**config.mk**
```make
export PLATFORM = sky130hd
export DESIGN_NAME = totalistic_ca_row_generator
export DESIGN_NICKNAME = d
export VERILOG_FILES = /design/src/rtl/tca_pkg.sv /design/src/rtl/tca_cell.sv /design/src/rtl/tca_out_buf.sv /design/src/rtl/totalistic_ca_row_generator.sv
export SDC_FILE = /design/constraint.sdc
export NUM_CORES = 2
export LEC_CHECK = 0
export BUFFER_PORTS_ARGS = -buffer_cell sky130_fd_sc_hd__buf_2
export CAP_MARGIN = 20
export CORE_ASPECT_RATIO = 0.75
export CORE_MARGIN = 2
export CORE_UTILIZATION = 60
export CTS_CLUSTER_SIZE = 14
export DETAILED_ROUTE_END_ITERATION = 10
export HOLD_SLACK_MARGIN = 0.12
export PLACE_DENSITY_LB_ADDON = 0.12
export SKIP_CTS_REPAIR_TIMING = 1
export SYNTH_ARGS = -nofsm -noshare
export SYNTH_HDL_FRONTEND = slang
export SYNTH_SLANG_ARGS = --single-unit
```
**constraint.sdc**
```tcl
create_clock -name clk -period 5.7 [get_ports clk]
set_input_delay 1.71 -clock clk [delete_from_list [all_inputs] [get_ports clk]]
set_output_delay 1.71 -clock clk [all_outputs]
set_load 0.03 [all_outputs]
```
**src/rtl/tca_pkg.sv**
```systemverilog
`timescale 1ns / 1ps

package tca_pkg;

    // Port word width and rule width
    localparam int ROW_W  = 64;
    localparam int RULE_W = 18;

    // Configuration register indexes
    localparam logic CFG_RULE = 1'b0;
    localparam logic CFG_NBHD = 1'b1;

    // Neighborhood shapes
    typedef enum logic [1:0] {
        NB_RECT = 2'd0,
        NB_DIAG = 2'd1,
        NB_HEX  = 2'd2,
        NB_ALL  = 2'd3
    } nbhd_t;

    // Per-column view handed between adjacent cells
    typedef struct packed {
        logic above;
        logic centre;
        logic below;
    } cell_nb_t;

    // Row-wide steering from the controller to every cell
    typedef struct packed {
        logic load;             // shift: upper <= middle, middle <= input row
        logic above_from_row;   // above taken from input row (first or second row of plane)
        logic centre_from_row;  // centre taken from input row (single-row plane)
        logic flush;            // final row: above and below both from upper
    } cell_ctl_t;

endpackage

```
**src/rtl/tca_cell.sv**
```systemverilog
`timescale 1ns / 1ps

module tca_cell (
    input  logic                       clk,
    input  logic                       rst_n,
    input  tca_pkg::cell_ctl_t         ctl,
    input  logic                       row_bit,
    input  logic [tca_pkg::RULE_W-1:0] rule_bits,
    input  tca_pkg::nbhd_t             nbhd,
    input  logic                       parity,
    input  tca_pkg::cell_nb_t          west,
    input  tca_pkg::cell_nb_t          east,
    output tca_pkg::cell_nb_t          own,
    output logic                       new_bit
);
    import tca_pkg::*;

    logic       upper_reg;
    logic       middle_reg;
    logic [3:0] sum;
    logic [4:0] idx;

    // Column slice of the two line buffers
    always_ff @(posedge clk or negedge rst_n)
    begin
        if (!rst_n)
        begin
            upper_reg  <= 1'b0;
            middle_reg <= 1'b0;
        end
        else if (ctl.load)
        begin
            upper_reg  <= middle_reg;
            middle_reg <= row_bit;
        end
    end

    // Pick the three vertical taps of this column
    always_comb
    begin
        if (ctl.flush)
        begin
            own.above  = upper_reg;
            own.centre = middle_reg;
            own.below  = upper_reg;
        end
        else
        begin
            own.above  = ctl.above_from_row ? row_bit : upper_reg;
            own.centre = ctl.centre_from_row ? row_bit : middle_reg;
            own.below  = row_bit;
        end
    end

    // Live neighbor count for the selected shape
    always_comb
    begin
        unique case (nbhd)
            NB_RECT:
                sum = 4'(own.above) + 4'(own.below) + 4'(west.centre) + 4'(east.centre);
            NB_DIAG:
                sum = 4'(west.above) + 4'(east.above) + 4'(west.below) + 4'(east.below);
            NB_HEX:
                sum = 4'(own.above) + 4'(own.below)
                    + 4'(parity ? east.above : west.above)
                    + 4'(parity ? east.below : west.below)
                    + 4'(west.centre) + 4'(east.centre);
            default:
                sum = 4'(own.above) + 4'(own.below)
                    + 4'(west.above) + 4'(east.above)
                    + 4'(west.below) + 4'(east.below)
                    + 4'(west.centre) + 4'(east.centre);
        endcase
    end

    // Rule lookup at 2*sum + centre
    assign idx     = {sum, own.centre};
    assign new_bit = rule_bits[idx];

endmodule

```
**src/rtl/tca_out_buf.sv**
```systemverilog
`timescale 1ns / 1ps

module tca_out_buf (
    input  logic                      clk,
    input  logic                      rst_n,
    input  logic                      push,
    input  logic [tca_pkg::ROW_W-1:0] push_row,
    input  logic                      push_end,
    output logic                      space,
    output logic                      out_valid,
    input  logic                      out_ready,
    output logic [tca_pkg::ROW_W-1:0] next_row,
    output logic                      plane_end
);
    import tca_pkg::*;

    logic [ROW_W-1:0] row_mem [2];
    logic             end_mem [2];
    logic [1:0]       count_reg;
    logic [1:0]       count_next;
    logic             wr_ptr_reg;
    logic             rd_ptr_reg;
    logic             pop;

    assign pop       = out_valid && out_ready;
    assign space     = (count_reg != 2'd2);
    assign out_valid = (count_reg != 2'd0);
    assign next_row  = row_mem[rd_ptr_reg];
    assign plane_end = end_mem[rd_ptr_reg];

    always_comb
    begin
        count_next = count_reg + 2'(push) - 2'(pop);
    end

    // Pointers and fill count
    always_ff @(posedge clk or negedge rst_n)
    begin
        if (!rst_n)
        begin
            count_reg  <= 2'd0;
            wr_ptr_reg <= 1'b0;
            rd_ptr_reg <= 1'b0;
        end
        else
        begin
            count_reg <= count_next;
            if (push)
            begin
                wr_ptr_reg <= ~wr_ptr_reg;
            end
            if (pop)
            begin
                rd_ptr_reg <= ~rd_ptr_reg;
            end
        end
    end

    // Result storage
    always_ff @(posedge clk)
    begin
        if (push)
        begin
            row_mem[wr_ptr_reg] <= push_row;
            end_mem[wr_ptr_reg] <= push_end;
        end
    end

endmodule

```
**src/rtl/totalistic_ca_row_generator.sv**
```systemverilog
`timescale 1ns / 1ps

// Channel   Handshake           Payload
// ------    ---------           -------
// in        in_valid/in_ready   row_cells[63:0], last_row
// out       out_valid/out_ready next_row[63:0], plane_end
// cfg       cfg_write           cfg_index (0 rule_bits, 1 neighbourhood), cfg_data[17:0]
//
// One row per cycle while in_ready is high; a result appears the cycle after the transfer that causes it.
// A last row that follows held rows adds a flush step, during which in_ready is low,
// because the cell chain produces one row per cycle.
// Reset empties the line buffers and the two-entry output buffer; no clearing pass.
// in_ready drops only while the output buffer is full or the flush cycle runs.
module totalistic_ca_row_generator #(
    parameter int ROW_CELLS = 64
) (
    input  logic                       clk,
    input  logic                       rst_n,
    input  logic                       in_valid,
    output logic                       in_ready,
    input  logic [tca_pkg::ROW_W-1:0]  row_cells,
    input  logic                       last_row,
    output logic                       out_valid,
    input  logic                       out_ready,
    output logic [tca_pkg::ROW_W-1:0]  next_row,
    output logic                       plane_end,
    input  logic                       cfg_write,
    input  logic                       cfg_index,
    input  logic [tca_pkg::RULE_W-1:0] cfg_data
);
    import tca_pkg::*;

    typedef enum logic [3:0] {
        ST_EMPTY = 4'b0001,
        ST_ONE   = 4'b0010,
        ST_TWO   = 4'b0100,
        ST_FLUSH = 4'b1000
    } state_t;

    state_t              state_reg;
    state_t              state_next;
    logic                parity_reg;
    logic                parity_next;
    logic [RULE_W-1:0]   rule_reg;
    nbhd_t               nbhd_reg;

    logic                in_xfer;
    logic                space;
    logic                push;
    logic                push_end;
    cell_ctl_t           ctl;
    cell_nb_t            nb [ROW_CELLS];
    logic [ROW_CELLS-1:0] gen_row;

    // Configuration registers
    always_ff @(posedge clk or negedge rst_n)
    begin
        if (!rst_n)
        begin
            rule_reg <= '0;
            nbhd_reg <= NB_RECT;
        end
        else if (cfg_write)
        begin
            unique case (cfg_index)
                CFG_RULE: rule_reg <= cfg_data;
                default:  nbhd_reg <= nbhd_t'(cfg_data[1:0]);
            endcase
        end
    end

    assign in_ready = (state_reg != ST_FLUSH) && space;
    assign in_xfer  = in_valid && in_ready;

    // Row sequencing
    always_comb
    begin
        state_next = state_reg;
        push       = 1'b0;
        push_end   = 1'b0;
        unique case (state_reg)
            ST_EMPTY:
            begin
                if (in_xfer)
                begin
                    push       = last_row;
                    push_end   = last_row;
                    state_next = last_row ? ST_EMPTY : ST_ONE;
                end
            end
            ST_ONE, ST_TWO:
            begin
                if (in_xfer)
                begin
                    push       = 1'b1;
                    state_next = last_row ? ST_FLUSH : ST_TWO;
                end
            end
            default:
            begin
                if (space)
                begin
                    push       = 1'b1;
                    push_end   = 1'b1;
                    state_next = ST_EMPTY;
                end
            end
        endcase
        if (push)
        begin
            parity_next = push_end ? 1'b0 : ~parity_reg;
        end
        else
        begin
            parity_next = parity_reg;
        end
    end

    always_ff @(posedge clk or negedge rst_n)
    begin
        if (!rst_n)
        begin
            state_reg  <= ST_EMPTY;
            parity_reg <= 1'b0;
        end
        else
        begin
            state_reg  <= state_next;
            parity_reg <= parity_next;
        end
    end

    // Steering shared by all cells
    always_comb
    begin
        ctl.load            = in_xfer;
        ctl.above_from_row  = (state_reg != ST_TWO);
        ctl.centre_from_row = (state_reg == ST_EMPTY);
        ctl.flush           = (state_reg == ST_FLUSH);
    end

    // Chain of column cells; edge columns reflect
    for (genvar b = 0; b < ROW_CELLS; b++)
    begin : g_cell
        localparam int WEST_IDX = (b == ROW_CELLS - 1) ? ROW_CELLS - 2 : b + 1;
        localparam int EAST_IDX = (b == 0) ? 1 : b - 1;

        tca_cell u_cell (
            .clk       (clk),
            .rst_n     (rst_n),
            .ctl       (ctl),
            .row_bit   (row_cells[b]),
            .rule_bits (rule_reg),
            .nbhd      (nbhd_reg),
            .parity    (parity_reg),
            .west      (nb[WEST_IDX]),
            .east      (nb[EAST_IDX]),
            .own       (nb[b]),
            .new_bit   (gen_row[b])
        );
    end

    tca_out_buf u_out_buf (
        .clk       (clk),
        .rst_n     (rst_n),
        .push      (push),
        .push_row  (ROW_W'(gen_row)),
        .push_end  (push_end),
        .space     (space),
        .out_valid (out_valid),
        .out_ready (out_ready),
        .next_row  (next_row),
        .plane_end (plane_end)
    );

    // Checks
    a_state_onehot: assert property (@(posedge clk) disable iff (!rst_n)
        $onehot(state_reg))
        else $error("state register not one-hot");

    a_flush_follows_last: assert property (@(posedge clk) disable iff (!rst_n)
        (in_xfer && last_row && (state_reg != ST_EMPTY)) |=> (state_reg == ST_FLUSH))
        else $error("last row after held rows did not enter flush");

    a_push_has_room: assert property (@(posedge clk) disable iff (!rst_n)
        push |-> space)
        else $error("result pushed into a full output buffer");

    a_parity_cleared: assert property (@(posedge clk) disable iff (!rst_n)
        (state_reg == ST_EMPTY) |-> !parity_reg)
        else $error("row parity not cleared between planes");

    a_flush_emits_end: assert property (@(posedge clk) disable iff (!rst_n)
        ((state_reg == ST_FLUSH) && space) |-> (push && push_end))
        else $error("flush cycle did not emit the final row");

endmodule

```
==> qor.yml <==
syn_to_final_growth_pct: 15.6
switching_share_pct: 49.8
via_per_inst: 6.34
critPathBufInv: 5
die_area_um2: 90000
status: "finished, final reports clean"
first_global_vias: 44659
crit_slowest_cell: "mux4_2"
fin_nets: 6746
worstHoldPathType: "reg2reg"
finalMaxSlewViolations: 0
combPwrFrac_pct: 80.4
root_buffer: "clkbuf_16"
rsz0062_at_grt: "yes"
coreArea_um2: 86300
numCtsBuffers: 38
stdcell_area_um2: 60700
synth_top_area_share_pct: 21.3
yosysWarnings: 0
fp-row-count: 93
grt_remaining_overflow: 0
io_buffer_count: 155
crit_family: "adder cells"
routed.top_layer: "met5"
power_mw: 37.5
wl_met1_um: 71200
dpl_worst_slack_ns: -0.421
wl_per_cell_um: 25.1
vias: 44013
max_freq_ghz: 0.178
placed_area_um2: 59000
skew_ns: 0.0311
finalWorstSetupSlack_ns: 0.0824
dp_hpwl_um: 124000
gp_congestion: 0.984
netSwitchingPower_mw: 18.6
p_leak_nw: 29.1
largest_reg_flops: 128
max_stage_delay_ns: 0.64
worstSetupEndpointType: "flip-flop"
synth_cell_types: 76
p_clk_share_pct: 7.0
clk_pin_slew_ns: 0.08
synthTopCellsByArea: "fa_1 21%, mux2i_1 13%, ha_1 7.8%, mux4_2 7.6%, dfrtp_1 7.4%"
p_per_area_nw_per_um2: 617
antenna_found_initial: 12
worst_pin_slew_ns: 1.25
htreeDepth: 2
hold-worst-slack_ns: 0.490
seqPwrFrac_pct: 12.6
yosys_register_bits: 287
routed-wl-met2_um: 74300
worstPathArrival_ns: 6.08
synth_top_area_cell: "fa_1"
drive_gt1_share_pct: 27.0
syn_inst: 5321
slew_headroom_pct: 16.0
start_util_pct: 60.8
period_share_pct: 98.6
rrSetupSlack_ns: 0.08
fillers: 6593
min_period_ns: 5.62
cp_max_fo: 10
cts_sinks: 287
maxCapViolCount: 0
final_cells: 6943
synth_edf_count: 130
clk_path_buf_depth: 3
dp.cells: 6852
internal_power_mw: 18.8
wirelength_um: 174000
remaining_drc_errors: 0
yosys_most_used_dff: "dfrtp_1"
wl_met3_um: 23700
crit_type: "reg2reg"
drtPass1Iterations: 6
dieWidth_um: 346
ir_worst_vdd_mv: 0.597
setup_viol: 0
tns_ns: 0
finish.utilization_pct: 70.4
gr-usage-all-layers_pct: 38.6
io_pins: 156
cp.required_ns: 6.16
syn-cell-area_um2: 52500
ant_nets: 0
die_h_um: 260
path_cells: "or4b_4, buf_12, buf_12, nand2_1, and2_1, inv_1, fa_1, inv_1, fa_1, inv_1, fa_1, fa_1, mux4_2, mux2i_1, a2111oi_1, a41oi_1, nand3_1"
drtIter0Drc: 4611
syn_avg_cell_area_um2: 9.87
syn_nets: 6298
clk_latency_ns: 0.62
grt_max_degree: 93
startpoint_type: "flip-flop"
critical_path.most_common_cell: "fa_1"
grt_pass1_wl_um: 266000
async_reset_ff_share_pct: 54.7
finalHoldViolations: 0
seq_area_frac_synth_pct: 14.9
cts_tree: "yes"
[cell usage in the layout, fill, tap and decap left out, types with 25 or more instances in the layout]
| cell | count |
|---|---|
| mux2i_1 | 662 |
| inv_1 | 637 |
| nand2_1 | 634 |
| buf_4 | 574 |
| fa_1 | 544 |
| ha_1 | 329 |
| mux2_2 | 305 |
| nor2_1 | 221 |
| a21oi_1 | 189 |
| mux4_2 | 178 |
| buf_2 | 154 |
| dfrtp_1 | 134 |
| edfxtp_1 | 130 |
| nand3_1 | 86 |
| xnor2_1 | 71 |
| a21o_1 | 70 |
| o21ai_0 | 68 |
| a31oi_1 | 62 |
| mux2i_4 | 51 |
| clkbuf_16 | 47 |
| xor2_1 | 44 |
| inv_2 | 43 |
| nor2b_1 | 41 |
| nand4_1 | 29 |
| mux2i_2 | 27 |
| a211oi_1 | 27 |
| o211ai_1 | 27 |
| a2111oi_0 | 26 |
| buf_12 | 25 |
[synthesized netlist by cell type (6+ instances only)]
| master | n |
|---|---|
| nor2b_1 | 46 |
| buf_1 | 22 |
| a21o_1 | 70 |
| xnor2_1 | 94 |
| clkinv_1 | 6 |
| o211ai_1 | 27 |
| edfxtp_1 | 130 |
| nor2_1 | 222 |
| buf_2 | 61 |
| xor2_1 | 44 |
| nor4b_1 | 14 |
| inv_2 | 14 |
| ha_1 | 329 |
| inv_1 | 669 |
| o22ai_1 | 12 |
| and2_1 | 14 |
| mux2i_1 | 706 |
| o31a_1 | 6 |
| nand3_1 | 86 |
| o21a_1 | 16 |
| a2111oi_0 | 40 |
| mux4_2 | 178 |
| mux2i_2 | 10 |
| dfrtp_1 | 156 |
| o21ai_0 | 73 |
| nand4_1 | 29 |
| nand2_1 | 635 |
| nor3b_1 | 7 |
| o31ai_1 | 10 |
| buf_4 | 16 |
| nor3_1 | 22 |
| fa_1 | 559 |
| a211oi_1 | 29 |
| mux2i_4 | 24 |
| a31oi_1 | 64 |
| clkbuf_1 | 249 |
| nand2b_1 | 10 |
| nand2_2 | 9 |
| or3_1 | 6 |
| o2111ai_1 | 12 |
| a21oi_1 | 193 |
| mux2_2 | 318 |
| nor4_1 | 16 |
[path summary, 6_finish.rpt]
| check | from | to | cells past startpoint |
|---|---|---|---|
| max | state_reg[1] | u_out_buf.row_mem[0][57] | 17 |
| min | g_cell[59].u_cell.middle_reg | g_cell[59].u_cell.upper_reg | 2 |
| max reg2reg | state_reg[1] | u_out_buf.row_mem[0][57] | 17 |
| min reg2reg | g_cell[59].u_cell.middle_reg | g_cell[59].u_cell.upper_reg | 2 |
| max in group asynchronous | rst_n | nbhd_reg[0] | 2 |
| min in group asynchronous | rst_n | g_cell[25].u_cell.middle_reg | 1 |
[layer usage]
metal	up-vias	global-route usage (%)
met3	357	13.4
met1	21961	53.2
met5	-	0
met2	2411	57.3
li1	19272	-
met4	12	12.1
[area by class of cell]
type	count	area (um2)	share of cell area, %
flip-flops and latches	287	7880	13.0
clock inverters	18	151	0.249
diodes	4	10.0	0.0165
clock buffers	52	1190	1.96
inverters	689	2600	4.28
well taps	1140	1430	2.35
multi-input cells	3993	41800	68.7
repair buffers	760	5730	9.43
[cells by family after synthesis]
group	Yosys count	synth area share, %
xor+xnor	138	2.30
simple gates	1139	9.41
flops	287	14.9
fa+ha+maj	888	29.1
mux	1237	29.2
buf+inv	1044	7.84
compound gates	588	7.18
[power by group through the flow]
stage          registers, mW  logic (mW)  clock network, mW
2_1_floorplan           4.25        21.6                  0
3_3_place_gp            4.65        28.2                  0
3_5_place_dp            4.70        29.2                  0
4_1_cts                 4.67        29.4               2.68
5_1_grt                 4.81        32.9               2.74
6_report                4.71        30.1               2.63
[worst reg2reg max path: stages, from the launching register on]
cell and delay, ns:
dfrtp_1 0.40, or4b_4 0.60, buf_12 0.17, buf_12 0.17, nand2_1 0.08, and2_1 0.26, inv_1 0.13, fa_1 0.56
inv_1 0.06, fa_1 0.52, inv_1 0.05, fa_1 0.43, fa_1 0.45, mux4_2 0.64, mux2i_1 0.17, a2111oi_1 0.55
a41oi_1 0.09, nand3_1 0.15
Note: power is estimated with default switching activity, not from simulation.
